===== config.mk =====
export PLATFORM = sky130hd
export DESIGN_NAME = stepper_position_ramp_sequencer_unit
export DESIGN_NICKNAME = d
export VERILOG_FILES = /design/src/hdl/sprs_pkg.sv /design/src/hdl/sprs_ram.sv /design/src/hdl/sprs_front.sv /design/src/hdl/sprs_back.sv /design/src/hdl/stepper_position_ramp_sequencer_unit.sv
export SDC_FILE = /design/constraint.sdc
export NUM_CORES = 2
export LEC_CHECK = 0
export BUFFER_PORTS_ARGS = -buffer_cell sky130_fd_sc_hd__buf_2
export CAP_MARGIN = 20
export CORE_ASPECT_RATIO = 0.75
export CORE_UTILIZATION = 40
export DETAILED_ROUTE_END_ITERATION = 10
export GPL_TIMING_DRIVEN = 0
export RECOVER_POWER = 100
export SLEW_MARGIN = 20
export SYNTH_ARGS = -nofsm -noshare
export SYNTH_HDL_FRONTEND = slang
export SYNTH_MEMORY_MAX_BITS = 65536
export SYNTH_SLANG_ARGS = --single-unit

===== constraint.sdc =====
create_clock -name aclk -period 5.9 [get_ports aclk]
set_input_delay 0.59 -clock aclk [delete_from_list [all_inputs] [get_ports aclk]]
set_output_delay 0.59 -clock aclk [all_outputs]
set_load 0.02 [all_outputs]

===== src/hdl/sprs_pkg.sv =====
// ----------------------------------------------------------------------------
// sprs_pkg
// Shared types and constants of the stepper position ramp sequencer: item
// kinds, decoded operations, motion phases and the records passed between
// the front and back parts.
// ----------------------------------------------------------------------------
package sprs_pkg;

    localparam int RAMP_DEPTH_DEF = 256;

    localparam int KIND_W  = 2;
    localparam int INDEX_W = 8;
    localparam int WORD_W  = 16;
    localparam int COUNT_W = 32;
    localparam int LEN_W   = 9;

    localparam logic [KIND_W-1:0] KIND_LOAD  = 2'd0;
    localparam logic [KIND_W-1:0] KIND_START = 2'd1;
    localparam logic [KIND_W-1:0] KIND_PULSE = 2'd2;
    localparam logic [KIND_W-1:0] KIND_RAMP  = 2'd3;

    typedef enum logic [2:0] {
        OP_NOP,
        OP_LOAD,
        OP_START,
        OP_PULSE,
        OP_RAMP
    } op_t;

    typedef enum logic [1:0] {
        PH_STOP  = 2'd0,
        PH_ACCEL = 2'd1,
        PH_FULL  = 2'd2,
        PH_DECEL = 2'd3
    } phase_t;

    typedef struct packed {
        op_t                op;
        logic [INDEX_W-1:0] index;
        logic [WORD_W-1:0]  value;
        logic [COUNT_W-1:0] count;
    } item_t;

    typedef struct packed {
        logic               step_level;
        logic               pulse_on;
        logic               ramp_on;
        logic [WORD_W-1:0]  reload;
        phase_t             phase;
        logic [COUNT_W-1:0] steps_left;
    } result_t;

    typedef struct packed {
        phase_t phase;
        logic   pulse_on;
        logic   ramp_on;
        logic   fetch;
        logic   pop;
    } status_t;

endpackage


===== src/hdl/sprs_ram.sv =====
// ----------------------------------------------------------------------------
// sprs_ram
// Generic simple dual-port RAM: one write port, one read port with the read
// data registered.
// ----------------------------------------------------------------------------
module sprs_ram #(
    parameter int WIDTH = 16,
    parameter int DEPTH = 256
) (
    input  logic                     aclk,
    input  logic                     we,
    input  logic [$clog2(DEPTH)-1:0] waddr,
    input  logic [WIDTH-1:0]         wdata,
    input  logic [$clog2(DEPTH)-1:0] raddr,
    output logic [WIDTH-1:0]         rdata
);

    logic [WIDTH-1:0] mem [DEPTH];
    logic [WIDTH-1:0] rdata_reg;

    always_ff @(posedge aclk) begin
        if (we) begin
            mem[waddr] <= wdata;
        end
        rdata_reg <= mem[raddr];
    end

    assign rdata = rdata_reg;

endmodule


===== src/hdl/sprs_front.sv =====
// ----------------------------------------------------------------------------
// sprs_front
// Input side: decodes each accepted beat into an operation and queues it in
// a two-entry buffer for the back part.
// ----------------------------------------------------------------------------
module sprs_front
    import sprs_pkg::*;
#(
    parameter int RAMP_DEPTH = RAMP_DEPTH_DEF
) (
    input  logic               aclk,
    input  logic               aresetn,
    input  logic               s_valid,
    output logic               s_ready,
    input  logic [KIND_W-1:0]  s_kind,
    input  logic [INDEX_W-1:0] s_table_index,
    input  logic [WORD_W-1:0]  s_table_value,
    input  logic [COUNT_W-1:0] s_step_count,
    output logic               q_valid,
    output item_t              q_item,
    input  logic               q_pop
);

    item_t      entry_reg [2];
    logic       wr_ptr_reg, wr_ptr_next;
    logic       rd_ptr_reg, rd_ptr_next;
    logic [1:0] count_reg, count_next;
    item_t      decoded;
    logic       push;
    logic       index_ok;

    assign index_ok = (32'(s_table_index) < 32'(RAMP_DEPTH));

    always_comb begin
        decoded.index = s_table_index;
        decoded.value = s_table_value;
        decoded.count = s_step_count;
        unique case (s_kind)
            KIND_LOAD:  decoded.op = index_ok ? OP_LOAD : OP_NOP;
            KIND_START: decoded.op = OP_START;
            KIND_PULSE: decoded.op = OP_PULSE;
            KIND_RAMP:  decoded.op = OP_RAMP;
            default:    decoded.op = OP_NOP;
        endcase
    end

    assign s_ready = (count_reg != 2'd2);
    assign push    = s_valid && s_ready;
    assign q_valid = (count_reg != 2'd0);
    assign q_item  = entry_reg[rd_ptr_reg];

    always_comb begin
        wr_ptr_next = push ? ~wr_ptr_reg : wr_ptr_reg;
        rd_ptr_next = q_pop ? ~rd_ptr_reg : rd_ptr_reg;
        count_next  = count_reg + 2'(push) - 2'(q_pop);
    end

    always_ff @(posedge aclk) begin
        if (!aresetn) begin
            wr_ptr_reg <= 1'b0;
            rd_ptr_reg <= 1'b0;
            count_reg  <= 2'd0;
        end else begin
            wr_ptr_reg <= wr_ptr_next;
            rd_ptr_reg <= rd_ptr_next;
            count_reg  <= count_next;
        end
    end

    always_ff @(posedge aclk) begin
        if (push) begin
            entry_reg[wr_ptr_reg] <= decoded;
        end
    end

endmodule


===== src/hdl/sprs_back.sv =====
// ----------------------------------------------------------------------------
// sprs_back
// Execution side: holds move state and ramp table, runs one queued operation
// per cycle unless a fetch or result stall holds it; registers each result.
// ----------------------------------------------------------------------------
module sprs_back
    import sprs_pkg::*;
#(
    parameter int RAMP_DEPTH = RAMP_DEPTH_DEF
) (
    input  logic             aclk,
    input  logic             aresetn,
    input  logic             cfg_we,
    input  logic [LEN_W-1:0] cfg_data,
    input  logic             q_valid,
    input  item_t            q_item,
    output logic             q_pop,
    output logic             m_valid,
    input  logic             m_ready,
    output result_t          m_result,
    output status_t          status
);

    localparam int AW = $clog2(RAMP_DEPTH);
    localparam int CW = (AW + 1 > LEN_W) ? AW + 1 : LEN_W;

    phase_t             phase_reg, phase_next;
    logic [AW-1:0]      pos_reg, pos_next;
    logic [AW-1:0]      last_reg, last_next;
    logic               pend_reg, pend_next;
    logic               pin_reg, pin_next;
    logic [COUNT_W-1:0] remaining_reg, remaining_next;
    logic [COUNT_W-1:0] total_reg, total_next;
    logic [COUNT_W-1:0] half_reg, half_next;
    logic [COUNT_W-1:0] accel_reg, accel_next;
    logic               accel_done_reg, accel_done_next;
    logic               cruising_reg, cruising_next;
    logic               pulse_on_reg, pulse_on_next;
    logic               ramp_on_reg, ramp_on_next;
    logic [WORD_W-1:0]  reload_reg, reload_next;
    logic [WORD_W-1:0]  word_reg, word_next;
    logic               fetch_reg, fetch_next;
    logic               capt_reg, capt_next;
    logic               m_valid_reg, m_valid_next;
    result_t            result_reg, result_next;

    logic [WORD_W-1:0]  word_cur;
    logic [WORD_W-1:0]  ram_rdata;
    logic               ram_we;
    logic [AW-1:0]      load_addr;
    logic [COUNT_W-1:0] rem_dec;
    logic [CW-1:0]      len_eff;

    // word_reg mirrors table[pos_reg]; a fresh read lands in the cycle after fetch
    assign word_cur  = capt_reg ? ram_rdata : word_reg;
    assign load_addr = AW'(q_item.index);
    assign rem_dec   = (remaining_reg != '0) ? remaining_reg - 1'b1 : remaining_reg;
    assign q_pop     = q_valid && !fetch_reg && (!m_valid_reg || m_ready);
    assign ram_we    = q_pop && (q_item.op == OP_LOAD);

    sprs_ram #(
        .WIDTH (WORD_W),
        .DEPTH (RAMP_DEPTH)
    ) u_table (
        .aclk  (aclk),
        .we    (ram_we),
        .waddr (load_addr),
        .wdata (q_item.value),
        .raddr (pos_reg),
        .rdata (ram_rdata)
    );

    // clamp the ramp length into one..depth and keep the last valid index
    always_comb begin
        len_eff = CW'(cfg_data);
        if (len_eff == '0) begin
            len_eff = CW'(1);
        end else if (len_eff > CW'(RAMP_DEPTH)) begin
            len_eff = CW'(RAMP_DEPTH);
        end
        last_next = cfg_we ? AW'(len_eff - CW'(1)) : last_reg;
    end

    always_comb begin
        phase_next      = phase_reg;
        pos_next        = pos_reg;
        pend_next       = pend_reg;
        pin_next        = pin_reg;
        remaining_next  = remaining_reg;
        total_next      = total_reg;
        half_next       = half_reg;
        accel_next      = accel_reg;
        accel_done_next = accel_done_reg;
        cruising_next   = cruising_reg;
        pulse_on_next   = pulse_on_reg;
        ramp_on_next    = ramp_on_reg;
        reload_next     = reload_reg;
        word_next       = word_cur;

        if (q_pop) begin
            unique case (q_item.op)
                OP_LOAD: begin
                    if (load_addr == pos_reg) begin
                        word_next = q_item.value;
                    end
                end
                OP_START: begin
                    if (phase_reg == PH_STOP) begin
                        total_next      = q_item.count;
                        remaining_next  = q_item.count;
                        half_next       = q_item.count >> 1;
                        pos_next        = '0;
                        accel_done_next = 1'b0;
                        cruising_next   = 1'b0;
                        pend_next       = 1'b1;
                        phase_next      = PH_ACCEL;
                        ramp_on_next    = 1'b1;
                        pulse_on_next   = 1'b1;
                    end
                end
                OP_PULSE: begin
                    if (pulse_on_reg) begin
                        pin_next = ~pin_reg;
                        // falling edge of the step pin counts one pulse
                        if (pin_reg) begin
                            remaining_next = rem_dec;
                            if (rem_dec == half_reg && !accel_done_reg) begin
                                phase_next   = PH_DECEL;
                                ramp_on_next = 1'b1;
                            end else if (rem_dec > half_reg && accel_done_reg
                                         && !cruising_reg) begin
                                accel_next    = total_reg - rem_dec;
                                cruising_next = 1'b1;
                            end else if (cruising_reg) begin
                                if (rem_dec == accel_reg + 1'b1) begin
                                    phase_next   = PH_DECEL;
                                    ramp_on_next = 1'b1;
                                end
                            end else if (rem_dec == '0) begin
                                pulse_on_next = 1'b0;
                                pin_next      = 1'b1;
                            end
                        end
                        if (pend_reg) begin
                            reload_next = word_cur;
                            pend_next   = 1'b0;
                        end
                    end
                end
                OP_RAMP: begin
                    if (ramp_on_reg) begin
                        unique case (phase_reg)
                            PH_ACCEL: begin
                                if (pos_reg < last_reg) begin
                                    pend_next = 1'b1;
                                    pos_next  = pos_reg + 1'b1;
                                end else begin
                                    ramp_on_next    = 1'b0;
                                    phase_next      = PH_FULL;
                                    accel_done_next = 1'b1;
                                end
                            end
                            PH_DECEL: begin
                                if (pos_reg != '0) begin
                                    pend_next = 1'b1;
                                    pos_next  = pos_reg - 1'b1;
                                end else begin
                                    ramp_on_next  = 1'b0;
                                    pulse_on_next = 1'b0;
                                    phase_next    = PH_STOP;
                                end
                            end
                            default: begin
                            end
                        endcase
                    end
                end
                default: begin
                end
            endcase
        end

        // a new ramp index costs a memory read: hold the queue for it
        fetch_next = (pos_next != pos_reg);
        capt_next  = fetch_reg;

        m_valid_next = q_pop ? 1'b1 : (m_ready ? 1'b0 : m_valid_reg);

        result_next.step_level = pin_next;
        result_next.pulse_on   = pulse_on_next;
        result_next.ramp_on    = ramp_on_next;
        result_next.reload     = reload_next;
        result_next.phase      = phase_next;
        result_next.steps_left = remaining_next;
    end

    always_ff @(posedge aclk) begin
        if (!aresetn) begin
            phase_reg      <= PH_STOP;
            pos_reg        <= '0;
            last_reg       <= '0;
            pend_reg       <= 1'b0;
            pin_reg        <= 1'b1;
            remaining_reg  <= '0;
            total_reg      <= '0;
            half_reg       <= '0;
            accel_reg      <= '0;
            accel_done_reg <= 1'b0;
            cruising_reg   <= 1'b0;
            pulse_on_reg   <= 1'b0;
            ramp_on_reg    <= 1'b0;
            reload_reg     <= '0;
            fetch_reg      <= 1'b0;
            capt_reg       <= 1'b0;
            m_valid_reg    <= 1'b0;
        end else begin
            phase_reg      <= phase_next;
            pos_reg        <= pos_next;
            last_reg       <= last_next;
            pend_reg       <= pend_next;
            pin_reg        <= pin_next;
            remaining_reg  <= remaining_next;
            total_reg      <= total_next;
            half_reg       <= half_next;
            accel_reg      <= accel_next;
            accel_done_reg <= accel_done_next;
            cruising_reg   <= cruising_next;
            pulse_on_reg   <= pulse_on_next;
            ramp_on_reg    <= ramp_on_next;
            reload_reg     <= reload_next;
            fetch_reg      <= fetch_next;
            capt_reg       <= capt_next;
            m_valid_reg    <= m_valid_next;
        end
    end

    always_ff @(posedge aclk) begin
        word_reg <= word_next;
        if (q_pop) begin
            result_reg <= result_next;
        end
    end

    assign m_valid  = m_valid_reg;
    assign m_result = result_reg;

    assign status.phase    = phase_reg;
    assign status.pulse_on = pulse_on_reg;
    assign status.ramp_on  = ramp_on_reg;
    assign status.fetch    = fetch_reg;
    assign status.pop      = q_pop;

endmodule


===== src/hdl/stepper_position_ramp_sequencer_unit.sv =====
// ----------------------------------------------------------------------------
// stepper_position_ramp_sequencer_unit
// Position-mode stepper move sequencer with a table-driven acceleration ramp.
// ----------------------------------------------------------------------------
// Every accepted beat (ramp word load, move start, pulse-timer event or
// ramp-timer event) yields exactly one result beat carrying the step pin
// level, both timer enables, the current reload word, the motion phase and
// the steps left. Items stream at one per cycle unless a ramp word fetch or
// stalled result holds the queue; each result is registered as its item is
// taken. A ramp event that steps the ramp index makes the execution side read
// the new word from the table before the next queued item; the two-entry
// input queue accepts while it has room. The ramp table needs no clearing
// after reset, but every slot a move reaches must be loaded first. The user
// is to write ramp_length via the cfg port while no item is in flight; the
// block does not enforce it. Zero acts as one, above the depth as the depth.
module stepper_position_ramp_sequencer_unit
    import sprs_pkg::*;
#(
    parameter int RAMP_DEPTH = RAMP_DEPTH_DEF
) (
    input  logic               aclk,
    input  logic               aresetn,
    input  logic               cfg_valid,
    output logic               cfg_ready,
    input  logic [LEN_W-1:0]   cfg_data,
    input  logic               s_valid,
    output logic               s_ready,
    input  logic [KIND_W-1:0]  s_kind,
    input  logic [INDEX_W-1:0] s_table_index,
    input  logic [WORD_W-1:0]  s_table_value,
    input  logic [COUNT_W-1:0] s_step_count,
    output logic               m_valid,
    input  logic               m_ready,
    output logic               m_step_level,
    output logic               m_pulse_timer_on,
    output logic               m_ramp_timer_on,
    output logic [WORD_W-1:0]  m_reload_word,
    output logic [1:0]         m_motion_phase,
    output logic [COUNT_W-1:0] m_steps_left
);

    logic    q_valid;
    item_t   q_item;
    logic    q_pop;
    result_t m_result;
    status_t status;

    assign cfg_ready = 1'b1;

    sprs_front #(
        .RAMP_DEPTH (RAMP_DEPTH)
    ) u_front (
        .aclk          (aclk),
        .aresetn       (aresetn),
        .s_valid       (s_valid),
        .s_ready       (s_ready),
        .s_kind        (s_kind),
        .s_table_index (s_table_index),
        .s_table_value (s_table_value),
        .s_step_count  (s_step_count),
        .q_valid       (q_valid),
        .q_item        (q_item),
        .q_pop         (q_pop)
    );

    sprs_back #(
        .RAMP_DEPTH (RAMP_DEPTH)
    ) u_back (
        .aclk     (aclk),
        .aresetn  (aresetn),
        .cfg_we   (cfg_valid && cfg_ready),
        .cfg_data (cfg_data),
        .q_valid  (q_valid),
        .q_item   (q_item),
        .q_pop    (q_pop),
        .m_valid  (m_valid),
        .m_ready  (m_ready),
        .m_result (m_result),
        .status   (status)
    );

    assign m_step_level     = m_result.step_level;
    assign m_pulse_timer_on = m_result.pulse_on;
    assign m_ramp_timer_on  = m_result.ramp_on;
    assign m_reload_word    = m_result.reload;
    assign m_motion_phase   = 2'(m_result.phase);
    assign m_steps_left     = m_result.steps_left;

`ifndef SYNTH
    a_stop_timers_off: assert property (@(posedge aclk) disable iff (!aresetn)
        status.phase == PH_STOP |-> !status.pulse_on && !status.ramp_on)
        else $error("stopped with a timer still enabled");

    a_fetch_holds_queue: assert property (@(posedge aclk) disable iff (!aresetn)
        status.fetch |-> !status.pop)
        else $error("queue popped during ramp word fetch");

    a_pop_gives_result: assert property (@(posedge aclk) disable iff (!aresetn)
        status.pop |=> m_valid)
        else $error("executed item produced no result beat");
`endif

endmodule

# --- After elaboration in Yosys (flattened, before gate mapping) ---
# Memories as Yosys holds them, arrays and structs flattened. A register that Yosys moved wholly into a read port is not among the register bits.
# Index checks and enable logic that the tools add are counted.
word_totals:
  regBits: 243
  latch_bits: 0
  mem_bits_rw: 4214
  romBits: 0
  input_bits: 72
  output_inout_bits: 56
  elab_cells: 192
  n_memories: 2
op_classes:
  n_addsub: 8
  multipliers: 0
  n_div: 0
  n_lt_le_gt_ge: 3
  n_eq_ne: 25
  shifts: 0
  muxes: 95
  bitwise_logic: 4
  reduce_logical: 28
mem_list:
  columns: ["name", "depth", "word_bits", "read_ports", "rd_ports_with_merged_regs", "write_ports", "line", "rtl"]
  rows:
  - ["u_back.u_table.mem", 256, 16, 1, 1, 1, "sprs_ram.sv:18", "logic [WIDTH-1:0] mem [DEPTH];"]
  - ["u_front.entry_reg", 2, 59, 1, 1, 1, "sprs_front.sv:24", "item_t entry_reg [2];"]
ops:
  columns: ["operator", "n"]
  rows:
  - ["$mux 32", 5]
  - ["$mux 16", 8]
  - ["$pmux 32 s2", 1]
  - ["$mux 8", 7]
  - ["$mux 1", 51]
  - ["$add 32x1->32 const B", 1]
  - ["$eq 32x31->1", 1]
  - ["$eq 32x32->1", 1]
  - ["$gt 32x31->1", 1]
  - ["$logic_not 32->1", 1]
  - ["$pmux 8 s2", 2]
  - ["$reduce_bool 32->1", 1]
  - ["$sub 32x1->32 const B", 1]
  - ["$sub 32x32->32", 1]
  - ["$mux 2", 11]
  - ["$sub 8x1->8 const B", 2]
  - ["$pmux 3 s4", 1]
  - ["$reduce_and 6->1", 2]
  - ["$ne 2x1->1 const B", 5]
  - ["$gt 9x9->1 const B", 1]
  - ["$logic_not 9->1", 1]
  - ["$ne 3x2->1 const B", 3]
  - ["$pmux 1 s3", 3]
  - ["$add 8x1->8 const B", 1]
  - ["other kinds (25)", 51]

# --- Longest topological paths before layout ---
logic_depth:
  depth_word: 11
  mapped_depth: 24
  depth_no_buf: 21

# --- Modules after synthesis ---
# A second synthesis with hierarchy kept.
unflattened:
  hier_cells: 9262
  area_unflattened_um2: 176988.5
by_module_without_submodules:
  columns: ["mod", "instances", "cells_per_inst", "area_each_um2", "seq_area_each_um2"]
  rows:
  - ["sprs_ram", 1, 7360, 158714.7, 123318.3]
  - ["sprs_back", 1, 1682, 13641.8, 4694.5]
  - ["sprs_front", 1, 218, 4620.7, 3643.5]
  - ["stepper_position_ramp_sequencer_unit", 1, 2, 11.3, 0.0]

# --- Worst setup path before layout ---
# OpenSTA, ideal clock, no wires.
synth_timing:
  path_type: "flip-flop to flip-flop"
  startpoint: "register with a tool-made name"
  endpoint: "memory u_back.u_table.mem[0][10] (data pin)"
  setup_ns: 0.557
  t_arrival_ns: 4.047
  required_time_ns: 5.343
  path_slack_ns: 1.295
  stages_incl_launch_ff: 7
  n_path_buf: 5
  period_less_slack_ns: 4.605
  cell_sequence: "dfxtp_1 buf_1 clkbuf_1 buf_2 buf_1 buf_1 mux2_2"
synth_lines:
  columns: ["item", "line"]
  rows:
  - ["end, declared", "sprs_ram.sv:18"]

==> out/qor.yml <==
vias: 96438
ys_ff_latch: 4443
ys_seq_area_share_pct: 75.2
cts_root_buffer: "clkbuf_16"
end_kind: "flip-flop"
numCtsBuffers: 415
first_global_vias: 89860
critPathRequiredTime_ns: 6.61
placed_cell_area_um2: 192000
grt_max_degree: 133
final_util_pct: 46.7
worst_pin_slew_ns: 2.96
synth_edf_count: 4267
overflow: 0
syn_area_um2: 175000
holdPathStages: 3
outcome: "complete, but fails checks"
wl_per_cell_um: 40.7
fill_cells: 35568
slowest_stage: "mux2i_1"
dieWidth_um: 766
path_max_fanout: 10
critPathKind: "reg -> reg"
clock-skew-final_ns: 0.0628
drt_iter0_markers: 17266
postSynthCellCount: 8117
hold_violations: 0
cts_max_level: 5
yosysUniqueCellTypes: 90
fin_crit_ns: 6.17
port_buffers: 125
min_from: "cfg_data[4]"
r2r_setup_slack_ns: -0.27
num_io_pins: 128
clock_latency_ns: 1.06
worst_slack_ns: -0.268
synthesis.nets: 8270
cellLeakagePower_nw: 62.1
final_cells: 15227
place_ws_ns: -0.805
antenna_found_initial: 61
drt-total-wl_um: 620000
setup_viol: 146
cp-start-kind: "flip-flop"
largest_reg_flops: 4096
remaining_drc_errors: 0
grt_pass1_wl_um: 814000
cp.arrival_ns: 6.88
ff2ff_path_depth: 10
vias_per_cell: 6.33
cts.reportedPaths.clkPinSlew_ns: 0.07
reg2reg_from: "u_back.pos_reg[1]"
drt_first_pass_iters: 6
grt_usage_pct: 27.5
max_stage_delay_ns: 0.67
gp_congestion: 0.924
hold_end: "u_back.last_reg[5]"
die_y_um: 575
max-slew-margin-rel_pct: -97.1
drv_cap: 28
ant_nets: 0
seqCellArea_um2: 132000
clock.fmax_mhz: 162
peakVddDrop_v: 0.000290
nets: 9173
cp_cell_sequence: "clkbuf_2 > clkbuf_1 > clkbuf_2 > buf_16 > clkbuf_2 > mux4_2 > mux4_2 > mux4_2 > mux2i_1 > o21ai_0"
die-area_um2: 440000
maxSlewViolCount: 814
start_util_pct: 40.2
fin_crit_sh_pct: 105
synth_flop_cell: "edfxtp_1"
hpwl_um: 437000
placeableCoreArea_um2: 436000
finalPower_w: 0.0762
final_area_um2: 203000
hp-class: "in -> reg"
dp.cells: 14363
yosysWarnings: 0
tritoncts: "yes"
cts_buffer_depth: 4
power_density_nw_per_um2: 375
async_flop_share_pct: 0
multi_input_area_um2: 42200
r2r-end: "u_back.u_table.rdata[6]"
drive_gt1_share_pct: 29.4
syn_avg_cell_area_um2: 21.6
area_delta_synth_final_pct: 16.2
violations: "capacitance limit, slew limit, setup timing"
cts_num_sinks: 4443
rows: 210
## cell usage in the layout (no fill, tap or decap), types with 27 or more instances in the layout
master / synthesis / routed
a211oi_1: 44 / 42
a21o_1: 29 / 29
a21oi_1: 108 / 108
and2_0: 1 / 39
and2_1: 65 / 27
buf_12: 0 / 68
buf_16: 0 / 103
buf_2: 58 / 157
bufinv_16: 0 / 36
clkbuf_1: 267 / 325
clkbuf_16: 0 / 421
clkbuf_2: 0 / 207
clkinv_1: 3 / 111
clkinv_2: 0 / 85
dfxtp_1: 176 / 176
dlygate4sd3_1: 0 / 69
edfxtp_1: 4267 / 4267
ha_1: 80 / 79
inv_1: 103 / 104
mux2i_1: 99 / 94
mux4_2: 1337 / 1337
nand2_1: 183 / 182
nand3_1: 48 / 48
nand4_1: 35 / 35
nor2_1: 461 / 306
nor2_2: 2 / 92
nor2_4: 0 / 65
nor3_1: 54 / 53
o21ai_0: 128 / 120
xnor2_1: 82 / 80
xor2_1: 33 / 33
## report_power, final
group / switching [W] / leakage [nW] / internal (W)
combinational: 0.00819 / 15.6 / 0.00273
clock: 0.0123 / 6.58 / 0.0148
sequential: 0.000143 / 39.9 / 0.0381
## worst max-delay path, delay by kind of cell, from the launching register on
| kind | cells | cell delay, ns |
|---|---|---|
| DFF | 1 | 0.38 |
| AOI/OAI and AO/OA | 1 | 0.60 |
| muxes | 4 | 2.19 |
| buffers and inverters | 5 | 2.59 |
## per-layer routing
metal,part of all wire [%],global-route usage (%),vias to the layer above,routed length (um)
met5,0.060,0,-,373
met4,3.8,8.62,30,23500
met3,17,12.5,1058,103000
met2,40,37.1,7553,251000
met1,39,39.6,51950,242000
li1,-,-,35847,-
## stage by stage
step / hold slack [ns] / setup TNS, ns
after detailed placement: 0.490 / -17.18
after global routing: 0.0895 / -0.0101
after floorplan: 0.424 / 0
final: 0.0672 / -7.61
after CTS: 0.00258 / 0
after global placement: 0.482 / -
## synthesized netlist by cell type (7+ instances only)
| cell type | n | area, um2 |
|---|---|---|
| o21a_1 | 24 | 180 |
| nand3_1 | 48 | 240 |
| mux2_2 | 26 | 293 |
| a22o_1 | 15 | 131 |
| mux2i_1 | 99 | 991 |
| edfxtp_1 | 4267 | 128000 |
| clkbuf_1 | 267 | 1000 |
| o21ai_0 | 128 | 641 |
| a211oi_1 | 44 | 330 |
| o22ai_1 | 19 | 119 |
| nor2_1 | 461 | 1730 |
| nand2b_1 | 12 | 75.1 |
| inv_1 | 103 | 387 |
| o21bai_1 | 7 | 52.6 |
| xor2_1 | 33 | 289 |
| a32oi_1 | 7 | 61.3 |
| nor4_1 | 14 | 87.6 |
| dfxtp_1 | 176 | 3520 |
| xnor2_1 | 82 | 718 |
| a21o_1 | 29 | 218 |
| and3_1 | 18 | 113 |
| inv_2 | 9 | 33.8 |
| nor2b_1 | 19 | 119 |
| nand2_1 | 183 | 687 |
| buf_2 | 58 | 290 |
| ha_1 | 80 | 1000 |
| nand4_1 | 35 | 219 |
| or4_1 | 7 | 52.6 |
| mux4_2 | 1337 | 30100 |
| and2_1 | 65 | 407 |
| a31oi_1 | 22 | 138 |
| nor3_1 | 54 | 270 |
| a21oi_1 | 108 | 541 |
| and4_1 | 7 | 61.3 |
| buf_1 | 106 | 398 |
| or3_1 | 14 | 87.6 |
| xnor3_1 | 7 | 158 |
## final cells by class
type	count	area share (%)
antenna	19	0.0234
buffer	431	1.02
clock buffer	497	5.33
clock inverter	278	1.30
inverter	115	0.213
multi-input combinational	3124	20.7
sequential	4443	64.7
tap	5830	3.59
timing repair buffer	490	3.05
## cells by family (layout without fill, tap and decap cells)
group | count (synthesis) | in the layout | share of synthesized area, %
muxes | 1462 | 1462 | 17.9
AOI/OAI and AO/OA | 484 | 484 | 1.78
other | 1 | 20 | 0.00214
adders and majority gates | 82 | 82 | 0.589
and+or+nand+nor | 970 | 970 | 2.58
buffers and inverters | 550 | 1811 | 1.23
DFF | 4443 | 4443 | 75.2
xor gates and xnor gates | 125 | 125 | 0.693
## worst max path at each step
stage / from / endpoint / slack [ns] / cells after the start
floorplan: flip-flop / u_back.u_table.mem[0][10] / 1.30 / 6
global placement: flip-flop / u_back.u_table.mem[242][12] / -2.79 / 6
detailed placement: u_back.pos_reg[0] / u_back.u_table.rdata[6] / -0.80 / 11
CTS: u_back.pos_reg[3] / u_back.u_table.rdata[9] / 0.002 / 12
global route: u_back.pos_reg[1] / u_back.u_table.rdata[6] / -0.01 / 10
finish: u_back.pos_reg[1] / u_back.u_table.rdata[6] / -0.27 / 10
## repair_timing
| action | 4_1_cts | 5_1_grt |
|---|---|---|
| endpoints found under the setup margin | 55 | 41 |
| hold buffers | 69 | 0 |
| pin swaps | 1 | 1 |
| setup buffers | 1 | 1 |
| gates resized for setup | 30 | 42 |
| endpoints found under the hold margin | 125 | 0 |
Power figures use the tool's default switching activity.
